File: src/rtl/ecgbrc_pkg.sv
// ---------------------------------------------------------------------------
// ecg beat rate classifier package
// shared constants, register map, state and interface types
// ---------------------------------------------------------------------------
`timescale 1ns / 1ps
`default_nettype none

package ecgbrc_pkg;

   localparam int FRAME_LEN    = 500;
   localparam int POS_W        = 12;
   localparam int SAMPLE_W     = 12;
   localparam int BLANK_W      = 10;
   localparam int LIMIT_W      = 8;
   localparam int NUM_W        = 24;
   localparam int RATE_W       = 16;
   localparam int CLASS_W      = 2;
   localparam int DIV_STEPS    = NUM_W;
   localparam int DIV_CNT_W    = $clog2(DIV_STEPS);
   localparam int CSR_ADDR_W   = 5;
   localparam int CSR_DATA_W   = 32;

   localparam logic [SAMPLE_W-1:0] THRESHOLD_RESET = 12'd350;
   localparam logic [BLANK_W-1:0]  BLANKING_RESET  = 10'd70;
   localparam logic [LIMIT_W-1:0]  TACHY_RESET     = 8'd91;
   localparam logic [LIMIT_W-1:0]  BRADY_RESET     = 8'd59;
   localparam logic [NUM_W-1:0]    NUMERATOR_RESET = 24'd1200000;

   typedef enum logic [2:0] {
      REG_BEAT_THRESHOLD,
      REG_BLANKING_SAMPLES,
      REG_TACHY_LIMIT_BPM,
      REG_BRADY_LIMIT_BPM,
      REG_RATE_NUMERATOR
   } ecgbrc_reg_type;

   typedef enum logic [CLASS_W-1:0] {
      CLASS_NORMAL,
      CLASS_TACHY,
      CLASS_BRADY,
      CLASS_ON_LIMIT
   } ecgbrc_class_type;

   typedef enum logic [1:0] {
      ST_IDLE,
      ST_DIVIDE,
      ST_EMIT
   } ecgbrc_state_type;

   typedef struct packed {
      logic [SAMPLE_W-1:0] beat_threshold;
      logic [BLANK_W-1:0]  blanking_samples;
      logic [LIMIT_W-1:0]  tachy_limit_bpm;
      logic [LIMIT_W-1:0]  brady_limit_bpm;
      logic [NUM_W-1:0]    rate_numerator;
   } ecgbrc_cfg_type;

   typedef struct packed {
      logic take;
      logic div_start;
      logic div_step;
      logic emit;
   } ecgbrc_cmd_type;

   typedef struct packed {
      logic beat;
      logic first;
      logic div_last;
      logic out_free;
   } ecgbrc_stat_type;

endpackage

`default_nettype wire

File: src/rtl/ecgbrc_ctrl.sv
// ---------------------------------------------------------------------------
// ecg beat rate classifier controller
// sequences sample intake, rate division and result hand-off
// ---------------------------------------------------------------------------
`timescale 1ns / 1ps
`default_nettype none

module ecgbrc_ctrl (
   input  wire logic                     clock,
   input  wire logic                     reset,
   input  wire logic                     req_valid,
   output logic                          req_ready,
   input  wire ecgbrc_pkg::ecgbrc_stat_type stat,
   output ecgbrc_pkg::ecgbrc_cmd_type    cmd
);
   import ecgbrc_pkg::*;

   ecgbrc_state_type state_ff;
   ecgbrc_state_type state_in;

   always_ff @(posedge clock) begin
      if (reset) begin
         state_ff <= ST_IDLE;
      end else begin
         state_ff <= state_in;
      end
   end

   always_comb begin
      state_in = state_ff;
      case (state_ff)
         ST_IDLE: begin
            if (req_valid && stat.beat) begin
               state_in = stat.first ? ST_EMIT : ST_DIVIDE;
            end
         end
         ST_DIVIDE: begin
            if (stat.div_last) begin
               state_in = ST_EMIT;
            end
         end
         ST_EMIT: begin
            if (stat.out_free) begin
               state_in = ST_IDLE;
            end
         end
         default: begin
            state_in = ST_IDLE;
         end
      endcase
   end

   always_comb begin
      req_ready     = 1'b0;
      cmd           = '0;
      case (state_ff)
         ST_IDLE: begin
            req_ready     = 1'b1;
            cmd.take      = req_valid;
            cmd.div_start = req_valid && stat.beat && !stat.first;
         end
         ST_DIVIDE: begin
            cmd.div_step = 1'b1;
         end
         ST_EMIT: begin
            cmd.emit = stat.out_free;
         end
         default: begin
            req_ready = 1'b0;
         end
      endcase
   end

endmodule

`default_nettype wire

File: src/rtl/ecgbrc_dp.sv
// ---------------------------------------------------------------------------
// ecg beat rate classifier datapath
// frame tracking, blanking, bit-serial rate divider, classifier, output reg
// ---------------------------------------------------------------------------
`timescale 1ns / 1ps
`default_nettype none

module ecgbrc_dp (
   input  wire logic                                   clock,
   input  wire logic                                   reset,
   input  wire ecgbrc_pkg::ecgbrc_cmd_type             cmd,
   output ecgbrc_pkg::ecgbrc_stat_type                 stat,
   input  wire ecgbrc_pkg::ecgbrc_cfg_type             cfg,
   input  wire logic [ecgbrc_pkg::SAMPLE_W-1:0]        req_sample,
   output logic                                        rsp_valid,
   input  wire logic                                   rsp_ready,
   output logic [ecgbrc_pkg::RATE_W-1:0]               rsp_rate_centi_bpm,
   output logic [ecgbrc_pkg::CLASS_W-1:0]              rsp_rhythm_class,
   output logic                                        rsp_first_in_frame
);
   import ecgbrc_pkg::*;

   // frame and beat state
   logic [POS_W-1:0]   pos_ff, pos_in;
   logic [POS_W-1:0]   last_beat_ff, last_beat_in;
   logic               seen_ff, seen_in;
   logic [BLANK_W-1:0] blank_ff, blank_in;
   logic [RATE_W-1:0]  rate_ff, rate_in;
   logic               first_pend_ff, first_pend_in;

   // divider
   logic [NUM_W-1:0]     quot_ff, quot_in;
   logic [POS_W-1:0]     rem_ff, rem_in;
   logic [POS_W-1:0]     divisor_ff, divisor_in;
   logic [DIV_CNT_W-1:0] cnt_ff, cnt_in;

   // output register
   logic                 out_valid_ff, out_valid_in;
   logic [RATE_W-1:0]    out_rate_ff, out_rate_in;
   logic [CLASS_W-1:0]   out_class_ff, out_class_in;
   logic                 out_first_ff, out_first_in;

   logic                 blank_active;
   logic                 beat;
   logic [POS_W:0]       pos_inc;
   logic                 wrap;
   logic [POS_W+1:0]     diff;
   logic [POS_W:0]       partial;
   logic                 fits;
   logic [RATE_W-1:0]    lim_hi;
   logic [RATE_W-1:0]    lim_lo;
   ecgbrc_class_type     cls;

   assign blank_active = (blank_ff != '0);
   assign beat         = !blank_active && (req_sample > cfg.beat_threshold);
   assign pos_inc      = {1'b0, pos_ff} + {{POS_W{1'b0}}, 1'b1};
   assign wrap         = (pos_inc >= (POS_W+1)'(FRAME_LEN));

   // one restoring step: shift in the next dividend bit, try the subtract
   assign partial = {rem_ff, quot_ff[NUM_W-1]};
   assign diff    = {1'b0, partial} - {2'b00, divisor_ff};
   assign fits    = !diff[POS_W+1];

   assign stat.beat     = beat;
   assign stat.first    = !seen_ff;
   assign stat.div_last = (cnt_ff == DIV_CNT_W'(DIV_STEPS - 1));
   assign stat.out_free = !out_valid_ff || rsp_ready;

   assign lim_hi = {{(RATE_W-LIMIT_W){1'b0}}, cfg.tachy_limit_bpm} * RATE_W'(100);
   assign lim_lo = {{(RATE_W-LIMIT_W){1'b0}}, cfg.brady_limit_bpm} * RATE_W'(100);

   always_comb begin
      if (rate_ff > lim_hi) begin
         cls = CLASS_TACHY;
      end else if (rate_ff < lim_lo) begin
         cls = CLASS_BRADY;
      end else if ((lim_lo < rate_ff) && (rate_ff < lim_hi)) begin
         cls = CLASS_NORMAL;
      end else begin
         cls = CLASS_ON_LIMIT;
      end
   end

   always_comb begin
      pos_in        = pos_ff;
      last_beat_in  = last_beat_ff;
      seen_in       = seen_ff;
      blank_in      = blank_ff;
      first_pend_in = first_pend_ff;
      if (cmd.take) begin
         if (blank_active) begin
            blank_in = blank_ff - BLANK_W'(1);
         end else if (beat) begin
            last_beat_in  = pos_ff;
            seen_in       = 1'b1;
            blank_in      = cfg.blanking_samples;
            first_pend_in = !seen_ff;
         end
         if (wrap) begin
            pos_in   = '0;
            seen_in  = 1'b0;
            blank_in = '0;
         end else begin
            pos_in = pos_inc[POS_W-1:0];
         end
      end
   end

   always_comb begin
      quot_in    = quot_ff;
      rem_in     = rem_ff;
      divisor_in = divisor_ff;
      cnt_in     = cnt_ff;
      rate_in    = rate_ff;
      if (cmd.div_start) begin
         quot_in    = cfg.rate_numerator;
         rem_in     = '0;
         divisor_in = pos_ff - last_beat_ff;
         cnt_in     = '0;
      end else if (cmd.div_step) begin
         quot_in = {quot_ff[NUM_W-2:0], fits};
         rem_in  = fits ? diff[POS_W-1:0] : partial[POS_W-1:0];
         cnt_in  = cnt_ff + DIV_CNT_W'(1);
         if (stat.div_last) begin
            // a zero interval gives an all-ones quotient and saturates
            rate_in = (quot_in[NUM_W-1:RATE_W] != '0) ? '1 : quot_in[RATE_W-1:0];
         end
      end
   end

   always_comb begin
      out_valid_in = out_valid_ff;
      out_rate_in  = out_rate_ff;
      out_class_in = out_class_ff;
      out_first_in = out_first_ff;
      if (cmd.emit) begin
         out_valid_in = 1'b1;
         out_rate_in  = rate_ff;
         out_class_in = cls;
         out_first_in = first_pend_ff;
      end else if (rsp_ready) begin
         out_valid_in = 1'b0;
      end
   end

   always_ff @(posedge clock) begin
      if (reset) begin
         pos_ff       <= '0;
         last_beat_ff <= '0;
         seen_ff      <= 1'b0;
         blank_ff     <= '0;
         rate_ff      <= '0;
         cnt_ff       <= '0;
         out_valid_ff <= 1'b0;
      end else begin
         pos_ff       <= pos_in;
         last_beat_ff <= last_beat_in;
         seen_ff      <= seen_in;
         blank_ff     <= blank_in;
         rate_ff      <= rate_in;
         cnt_ff       <= cnt_in;
         out_valid_ff <= out_valid_in;
      end
   end

   always_ff @(posedge clock) begin
      first_pend_ff <= first_pend_in;
      quot_ff       <= quot_in;
      rem_ff        <= rem_in;
      divisor_ff    <= divisor_in;
      out_rate_ff   <= out_rate_in;
      out_class_ff  <= out_class_in;
      out_first_ff  <= out_first_in;
   end

   assign rsp_valid          = out_valid_ff;
   assign rsp_rate_centi_bpm = out_rate_ff;
   assign rsp_rhythm_class   = out_class_ff;
   assign rsp_first_in_frame = out_first_ff;

endmodule

`default_nettype wire

File: src/rtl/ecg_beat_rate_classifier.sv
// ---------------------------------------------------------------------------
// ecg beat rate classifier
// Takes one 12-bit ECG sample per req item (valid/ready) and returns one
// rsp item per detected beat: rate in hundredths of bpm, rhythm class and a
// first-in-frame flag. Samples that are no beat give no result.
// A sample that is no beat leaves the block idle, ready again in the next
// cycle. The first beat of a frame goes straight to the emit state, then
// into the output register once it is free. Any other beat first runs a
// 24-step bit-serial divider, one quotient bit per cycle. No new sample is
// taken until the block is idle again. Settings must be written over the
// csr port only while no beat is in flight; the block does not enforce it.
// Reset clears frame position, blanking, beat history and rate to zero and
// loads the default settings; no result is pending after reset.
// A stalled rsp side holds its item; further samples are still taken, and a
// new beat waits after its division until the output register is free.
// ---------------------------------------------------------------------------
`timescale 1ns / 1ps
`default_nettype none

module ecg_beat_rate_classifier (
   input  wire logic                                   clock,
   input  wire logic                                   reset,
   input  wire logic                                   req_valid,
   output logic                                        req_ready,
   input  wire logic [ecgbrc_pkg::SAMPLE_W-1:0]        req_sample,
   output logic                                        rsp_valid,
   input  wire logic                                   rsp_ready,
   output logic [ecgbrc_pkg::RATE_W-1:0]               rsp_rate_centi_bpm,
   output logic [ecgbrc_pkg::CLASS_W-1:0]              rsp_rhythm_class,
   output logic                                        rsp_first_in_frame,
   input  wire logic                                   csr_psel,
   input  wire logic                                   csr_penable,
   input  wire logic                                   csr_pwrite,
   input  wire logic [ecgbrc_pkg::CSR_ADDR_W-1:0]      csr_paddr,
   input  wire logic [ecgbrc_pkg::CSR_DATA_W-1:0]      csr_pwdata,
   output logic [ecgbrc_pkg::CSR_DATA_W-1:0]           csr_prdata,
   output logic                                        csr_pready
);
   import ecgbrc_pkg::*;

   ecgbrc_cfg_type  cfg_ff, cfg_in;
   ecgbrc_cmd_type  cmd;
   ecgbrc_stat_type stat;
   logic [2:0]      reg_idx;
   logic            csr_wr;

   assign csr_pready = 1'b1;
   assign reg_idx    = csr_paddr[CSR_ADDR_W-1:2];
   assign csr_wr     = csr_psel && csr_penable && csr_pwrite && csr_pready;

   always_comb begin
      cfg_in = cfg_ff;
      if (csr_wr) begin
         case (reg_idx)
            REG_BEAT_THRESHOLD:   cfg_in.beat_threshold   = csr_pwdata[SAMPLE_W-1:0];
            REG_BLANKING_SAMPLES: cfg_in.blanking_samples = csr_pwdata[BLANK_W-1:0];
            REG_TACHY_LIMIT_BPM:  cfg_in.tachy_limit_bpm  = csr_pwdata[LIMIT_W-1:0];
            REG_BRADY_LIMIT_BPM:  cfg_in.brady_limit_bpm  = csr_pwdata[LIMIT_W-1:0];
            REG_RATE_NUMERATOR:   cfg_in.rate_numerator   = csr_pwdata[NUM_W-1:0];
            default: begin
               cfg_in = cfg_ff;
            end
         endcase
      end
   end

   always_comb begin
      case (reg_idx)
         REG_BEAT_THRESHOLD:
            csr_prdata = {{(CSR_DATA_W-SAMPLE_W){1'b0}}, cfg_ff.beat_threshold};
         REG_BLANKING_SAMPLES:
            csr_prdata = {{(CSR_DATA_W-BLANK_W){1'b0}}, cfg_ff.blanking_samples};
         REG_TACHY_LIMIT_BPM:
            csr_prdata = {{(CSR_DATA_W-LIMIT_W){1'b0}}, cfg_ff.tachy_limit_bpm};
         REG_BRADY_LIMIT_BPM:
            csr_prdata = {{(CSR_DATA_W-LIMIT_W){1'b0}}, cfg_ff.brady_limit_bpm};
         REG_RATE_NUMERATOR:
            csr_prdata = {{(CSR_DATA_W-NUM_W){1'b0}}, cfg_ff.rate_numerator};
         default:
            csr_prdata = '0;
      endcase
   end

   always_ff @(posedge clock) begin
      if (reset) begin
         cfg_ff.beat_threshold   <= THRESHOLD_RESET;
         cfg_ff.blanking_samples <= BLANKING_RESET;
         cfg_ff.tachy_limit_bpm  <= TACHY_RESET;
         cfg_ff.brady_limit_bpm  <= BRADY_RESET;
         cfg_ff.rate_numerator   <= NUMERATOR_RESET;
      end else begin
         cfg_ff <= cfg_in;
      end
   end

   ecgbrc_ctrl u_ctrl (
      .clock     (clock),
      .reset     (reset),
      .req_valid (req_valid),
      .req_ready (req_ready),
      .stat      (stat),
      .cmd       (cmd)
   );

   ecgbrc_dp u_dp (
      .clock              (clock),
      .reset              (reset),
      .cmd                (cmd),
      .stat               (stat),
      .cfg                (cfg_ff),
      .req_sample         (req_sample),
      .rsp_valid          (rsp_valid),
      .rsp_ready          (rsp_ready),
      .rsp_rate_centi_bpm (rsp_rate_centi_bpm),
      .rsp_rhythm_class   (rsp_rhythm_class),
      .rsp_first_in_frame (rsp_first_in_frame)
   );

endmodule

`default_nettype wire

File: config.mk
export PLATFORM = sky130hd
export DESIGN_NAME = ecg_beat_rate_classifier
export DESIGN_NICKNAME = d
export VERILOG_FILES = /design/src/rtl/ecgbrc_pkg.sv /design/src/rtl/ecgbrc_ctrl.sv /design/src/rtl/ecgbrc_dp.sv /design/src/rtl/ecg_beat_rate_classifier.sv
export SDC_FILE = /design/constraint.sdc
export NUM_CORES = 1
export LEC_CHECK = 0
export BUFFER_PORTS_ARGS = -buffer_cell sky130_fd_sc_hd__buf_4
export CORE_ASPECT_RATIO = 1.25
export CORE_MARGIN = 2
export CORE_UTILIZATION = 65
export CTS_BUF_LIST = sky130_fd_sc_hd__clkbuf_8 sky130_fd_sc_hd__clkbuf_16
export CTS_CLUSTER_SIZE = 20
export DETAILED_ROUTE_END_ITERATION = 7
export PLACE_DENSITY_LB_ADDON = 0.25
export RECOVER_POWER = 50
export SLEW_MARGIN = 0
export SYNTH_ARGS = -nofsm -noshare
export SYNTH_HDL_FRONTEND = slang
export SYNTH_SLANG_ARGS = --single-unit
File: constraint.sdc
create_clock -name clock -period 9.9 [get_ports clock]
set_clock_uncertainty 0.15 [all_clocks]
set_input_delay 0.99 -clock clock [delete_from_list [all_inputs] [get_ports clock]]
set_output_delay 0.99 -clock clock [all_outputs]
set_load 0.01 [all_outputs]
After elaboration in Yosys (flattened, before gate mapping). Cells that the tools add are included.

Multiply operators: 2. Magnitude comparators: 6. Bitwise logic cells: 2. Add/sub/neg operators: 5. Reductions and logical operators: 30. Eq/ne operators: 11. Mux-type cells: 25.

Operators by type and width (number): $pmux W24 S5 (1); $mux W24 (2); $lt A16 B15 Y1 (2); $mux W10 (3); $mul A8 B5 Y13 const B (2); $mux W12 (2); $gt A16 B15 Y1 (1); $lt A15 B16 Y1 (1); $mux W16 (1); $mux W2 (7); $sub A13 B12 Y14 (1); $add A12 B1 Y13 const B (1); $ge A13 B9 Y1 const B (1); $gt A12 B12 Y1 (1); $reduce_and A2 Y1 (6); $reduce_and A3 Y1 (4); $sub A12 B12 Y12 (1); $reduce_bool A10 Y1 (1); $sub A10 B1 Y10 const B (1); $mux W1 (8); $reduce_bool A8 Y1 (1); $eq A3 B2 Y1 const B (2); $logic_and A1 B1 Y1 (6); $pmux W2 S3 (1); other kinds (16) (24).

Input port bits: 56. Output and inout bits: 54. Bits in registers: 189.

Logic depth before layout (Yosys ltp).
Depth in word-level cells: 8. Depth in mapped cells: 18. Depth with buffers taken out: 18.

Cells and area by module. A second synthesis with hierarchy kept.

Cell total of the unflattened synthesis: 1219. Area, all modules: 11836.4 µm².

By module, submodules not included: ecgbrc_dp (seq. area each 3062.9 µm², instances 1, cells an instance 877, area an instance 8567.0 µm²); ecg_beat_rate_classifier (seq. area each 1241.2 µm², instances 1, cells an instance 330, area an instance 3150.5 µm²); ecgbrc_ctrl (seq. area each 40.0 µm², instances 1, cells an instance 12, area an instance 118.9 µm²).

Worst setup path before layout. No wires, ideal clock.

Kind: flip-flop to flip-flop. From: register cfg_ff[34] (netlist bit). To: register u_dp.out_class_ff[1], in the netlist u_dp.rsp_rhythm_class[1] (data pin). Path buffers: 0. Required time: 9.491 ns. Data arrival time: 3.867 ns. Stages on the path, launching flop included: 18. Path slack: 5.624 ns. Path through: dfxtp_1 ha_1 ha_1 fa_1 ha_1 nor2b_1 o21ai_0 a21oi_1 o21a_1 nor2_1 o21ai_0 xnor2_1 ha_1 nand2_1 or4_1 o211ai_1 o31ai_1 o31a_1.

Word-level cells in the longest chain between the ends: 5. Elaborated cells between the ends (all ways): 6. Classes of those cells: 1 x mul; 2 x order compare; 2 x mux; 1 x reduce/logical.

Ends and longest elaborated chain: start, declared (RTL line ecg_beat_rate_classifier.sv:41) `ecgbrc_cfg_type cfg_ff, cfg_in;`; start signal, assigned (RTL line ecg_beat_rate_classifier.sv:92) `cfg_ff <= cfg_in;`; $mul A8 B5 Y13 * (RTL line ecgbrc_dp.sv:69) `assign lim_hi = {{(RATE_W-LIMIT_W){1'b0}}, cfg.tachy_limit_bpm} * RATE_W'(100);`; $lt A16 B15 Y1 (RTL line ecgbrc_dp.sv:77) `end else if ((lim_lo < rate_ff) && (rate_ff < lim_hi)) begin`; $logic_and A1 B1 Y1 (RTL line ecgbrc_dp.sv:77); $mux W2 (RTL line ecgbrc_dp.sv:77); $mux W2 (RTL line ecgbrc_dp.sv:75) `end else if (rate_ff < lim_lo) begin`; end signal, assigned (RTL line ecgbrc_dp.sv:172) `out_class_ff <= out_class_in;`; end, declared (RTL line ecgbrc_dp.sv:40) `logic [CLASS_W-1:0] out_class_ff, out_class_in;`.

Mark *: on every way between the ends. The rest lies on a longest branch, timed or not. A chain may end at the register's enable or synchronous reset.

Final worst setup path. Same ends and word-level chain as after synthesis.

==> impl_metrics.env <==
export IMPL_hpwl_um=18690
export IMPL_fin_hold_ws_ns=0.3272
export IMPL_chipWidth_um=121.2
export IMPL_drive_gt1_share_pct=11.65
export IMPL_power_frac_clock_pct=30.1
export IMPL_cts_made_buffers=17
export IMPL_met2_usage_pct=50.84
export IMPL_via_per_inst=5.972
export IMPL_rows=53
export IMPL_syn_avg_cell_area_um2=9.105
export IMPL_finalInstanceArea_um2=12350
export IMPL_netlist_area_um2=11150
export IMPL_remaining_drc_errors=0
export IMPL_end_kind="register"
export IMPL_finalHoldViolCount=0
export IMPL_track_usage_pct=29.18
export IMPL_post_cts_setup_buffers=0
export IMPL_fillCellCount=1272
export IMPL_crit_top_cell="ha_1"
export IMPL_root_buffer="clkbuf_16"
export IMPL_clk_path_buf_depth=2
export IMPL_cellPowerDensity_nw_per_um2=179.0
export IMPL_relSlewSlack_pct=-94.06
export IMPL_slowest_delay_ns=0.46
export IMPL_max_freq_mhz=207.5
export IMPL_crit_type="register to register"
export IMPL_min_period_over_period_pct=48.69
export IMPL_io_buffer_count=90
export IMPL_switching_share_pct=32.80
export IMPL_path_cells="ha_1, ha_1, fa_1, ha_1, nor2b_1, o21ai_0, a21oi_1, o21a_1, nor2_1, o21ai_0, xnor2_1, ha_1, nand2_1, or4_1, o211ai_1, o31ai_1, o31a_1"
export IMPL_max_cap_violations=2
export IMPL_path_clk_slew_ns=0.07
export IMPL_p_switching_w=0.0007254
export IMPL_arrival_ns=4.86
export IMPL_antennaDiodeCount=0
export IMPL_drt_iter0_markers=619
export IMPL_final_cell_mix="nand2_1 (154), dfxtp_1 (133), ha_1 (122)"
export IMPL_ys_flop_type="dfxtp_1"
export IMPL_netlist_area_leader_share_pct=23.87
export IMPL_path_max_fanout=5
export IMPL_wl_um=26020
export IMPL_gp_congestion=0.8929
export IMPL_synthTopCellsByArea="dfxtp_1 (24%), edfxtp_1 (15%), ha_1 (14%)"
export IMPL_busiest_layer="met2"
export IMPL_worstSetupStartpointType="register"
export IMPL_r2r_setup_slack_ns=5.08
export IMPL_drtAntennaViolNets=0
export IMPL_start_util_pct=66.22
export IMPL_setup_violations=0
export IMPL_hp_class="register to register"
export IMPL_finalSetupTns_ns=0
export IMPL_violations="max-capacitance violations, max-slew violations"
export IMPL_period_needed_ns=4.820
export IMPL_status="finished with violations"
export IMPL_tightest_slew_ns=2.911
export IMPL_cts_htree_levels=4
export IMPL_final_common_cell="nand2_1"
export IMPL_cts_sinks=189
export IMPL_antenna_found_initial=0
export IMPL_grt_pass1_wl_um=42150
export IMPL_grt_max_degree=59
export IMPL_vias=9053
export IMPL_vdd_ir_drop_max_v=0.0001560
export IMPL_slowest_stage="fa_1"
export IMPL_dieArea_um2=18230
export IMPL_insertion_delay_ns=0.44
export IMPL_place_area_um2=11890
export IMPL_die_h_um=150.5
export IMPL_use_met1_pct=37.19
export IMPL_p_leak_nw=5.162
export IMPL_core_um2=16840
export IMPL_drv_slew=115
export IMPL_cts_hold_buf=0
export IMPL_ys_seq_area_share_pct=38.95
export IMPL_ys_types=66
export IMPL_ios=110
export IMPL_rsz0062_at_grt="no"
export IMPL_intPower_w=0.001486
export IMPL_wire_per_inst_um=17.17
export IMPL_drt_pass1_iterations=5
export IMPL_grt_overflow_total=0
export IMPL_p_seq_share_pct=42.5
export IMPL_worstPathRequired_ns=9.94
export IMPL_comb_power_share_pct=27.4
export IMPL_synth_top_area_cell="dfxtp_1"
export IMPL_synthArstFlopShare_pct=0
export IMPL_synth_cells=1225
export IMPL_nets=1469
export IMPL_area_growth_pct=10.76
export IMPL_grtUsageMet3_pct=4.280
export IMPL_cts_tree="yes"
export IMPL_synth_edf_count=56
export IMPL_ys_ff_latch=189
export IMPL_grt_pass1_vias=8683
export IMPL_ctsResizeCount=0
export IMPL_yosysWarningCount=0
-- synth_stat cells (3+ instances only) --
cell and count:
a211o_1 3, a21oi_1 89, o2111ai_1 5, nor2_1 89, nand4b_1 4, inv_1 92
buf_4 10, buf_1 3, nor4_1 10, o21ai_0 34, a31oi_1 10, nand2b_1 6
o31ai_1 3, or3_1 4, o221a_2 15, ha_1 122, o21ai_1 13, clkbuf_1 43
a21o_1 7, o22ai_1 14, o21bai_1 4, or4_1 6, xor2_1 15, fa_1 8
edfxtp_1 56, xnor2_1 23, o31a_1 3, buf_2 8, nand3_1 52, mux2_2 25
nor3_1 15, dfxtp_1 133, and2_1 17, o21a_1 9, o211ai_1 12, mux2i_1 46
nor2b_1 14, nand4_1 10, and3_1 6, a211oi_1 3, nand2_1 154
-- state kept, by name, indices dropped and copies added, names as in the netlist, 2 cells and up --
register	count
u_dp.rsp_rhythm_class	2
u_dp.pos_ff	12
u_dp.rem_ff	12
u_dp.last_beat_ff	12
u_dp.blank_ff	10
cfg_ff	62
u_dp.cnt_ff	5
u_dp.quot_ff	24
u_dp.divisor_ff	12
u_dp.rsp_rate_centi_bpm	16
u_ctrl.state_ff	2
u_dp.rate_ff	16
-- per-layer routing --
metal / vias up / part of all wire, %
met2: 283 / 49
met3: 50 / 5.8
met5: - / 0
li1: 4437 / -
met4: 0 / 2.2
met1: 4283 / 43
-- critical path, delay by kind of cell (launching register included) --
| kind | cells | cell delay [ns] |
|---|---|---|
| adders and majority gates | 5 | 1.73 |
| AOI/OAI and AO/OA | 7 | 1.30 |
| and+or+nand+nor | 4 | 0.79 |
| DFF | 1 | 0.45 |
| xor gates and xnor gates | 1 | 0.16 |
-- power groups by stage --
| stage | combinational (W) | sequential (W) | clock [W] |
|---|---|---|---|
| floorplan | 0.000472 | 0.000945 | 0 |
| global placement | 0.000593 | 0.000951 | 0 |
| detailed placement | 0.000615 | 0.000953 | 0 |
| CTS | 0.000617 | 0.000937 | 0.000667 |
| global route | 0.000681 | 0.000948 | 0.000701 |
| finish | 0.000606 | 0.000940 | 0.000665 |
-- path summary, 6_finish.rpt --
| path | depth (start not counted) | start | to |
|---|---|---|---|
| max | 17 | cfg_ff[34]$_SDFFE_PP0P_ | u_dp.rsp_rhythm_class[1]$_SDFFCE_PN0P_ |
| min | 0 | u_dp.rate_ff[2]$_SDFFE_PP0P_ | u_dp.rsp_rate_centi_bpm[2]$_DFFE_PP_ |
| max reg2reg | 17 | cfg_ff[34]$_SDFFE_PP0P_ | u_dp.rsp_rhythm_class[1]$_SDFFCE_PN0P_ |
| min reg2reg | 0 | u_dp.rate_ff[2]$_SDFFE_PP0P_ | u_dp.rsp_rate_centi_bpm[2]$_DFFE_PP_ |
-- kinds of logic after synthesis --
group,synth area share (%)
and+or+nand+nor,16.50
adders and majority gates,15.12
AOI/OAI and AO/OA,13.91
other,0.06733
DFF,38.95
xor gates and xnor gates,2.984
muxes,6.652
buffers and inverters,5.811
-- through the flow --
step	std cells	util, %	power (W)	worst slack [ns]
2_1_floorplan	1232	-	0.001417	5.624
3_3_place_gp	1484	70.61	0.001543	5.249
3_5_place_dp	1484	70.61	0.001568	5.173
4_1_cts	1516	74.01	0.002222	5.119
5_1_grt	1516	73.34	0.002330	4.856
6_report	1516	73.34	0.002212	5.080
-- area by class of cell --
| cell class | instances | area (um^2) | area share [%] |
|---|---|---|---|
| multi-input cells | 885 | 6196 | 50.16 |
| flip-flops and latches | 189 | 4344 | 35.17 |
| repair buffers | 97 | 615.6 | 4.983 |
| clock buffers | 18 | 450.4 | 3.646 |
| inverters | 93 | 349.1 | 2.826 |
| well taps | 220 | 275.3 | 2.228 |
| clock inverters | 14 | 122.6 | 0.9926 |
No activity file was read; power rests on OpenSTA's default activity.
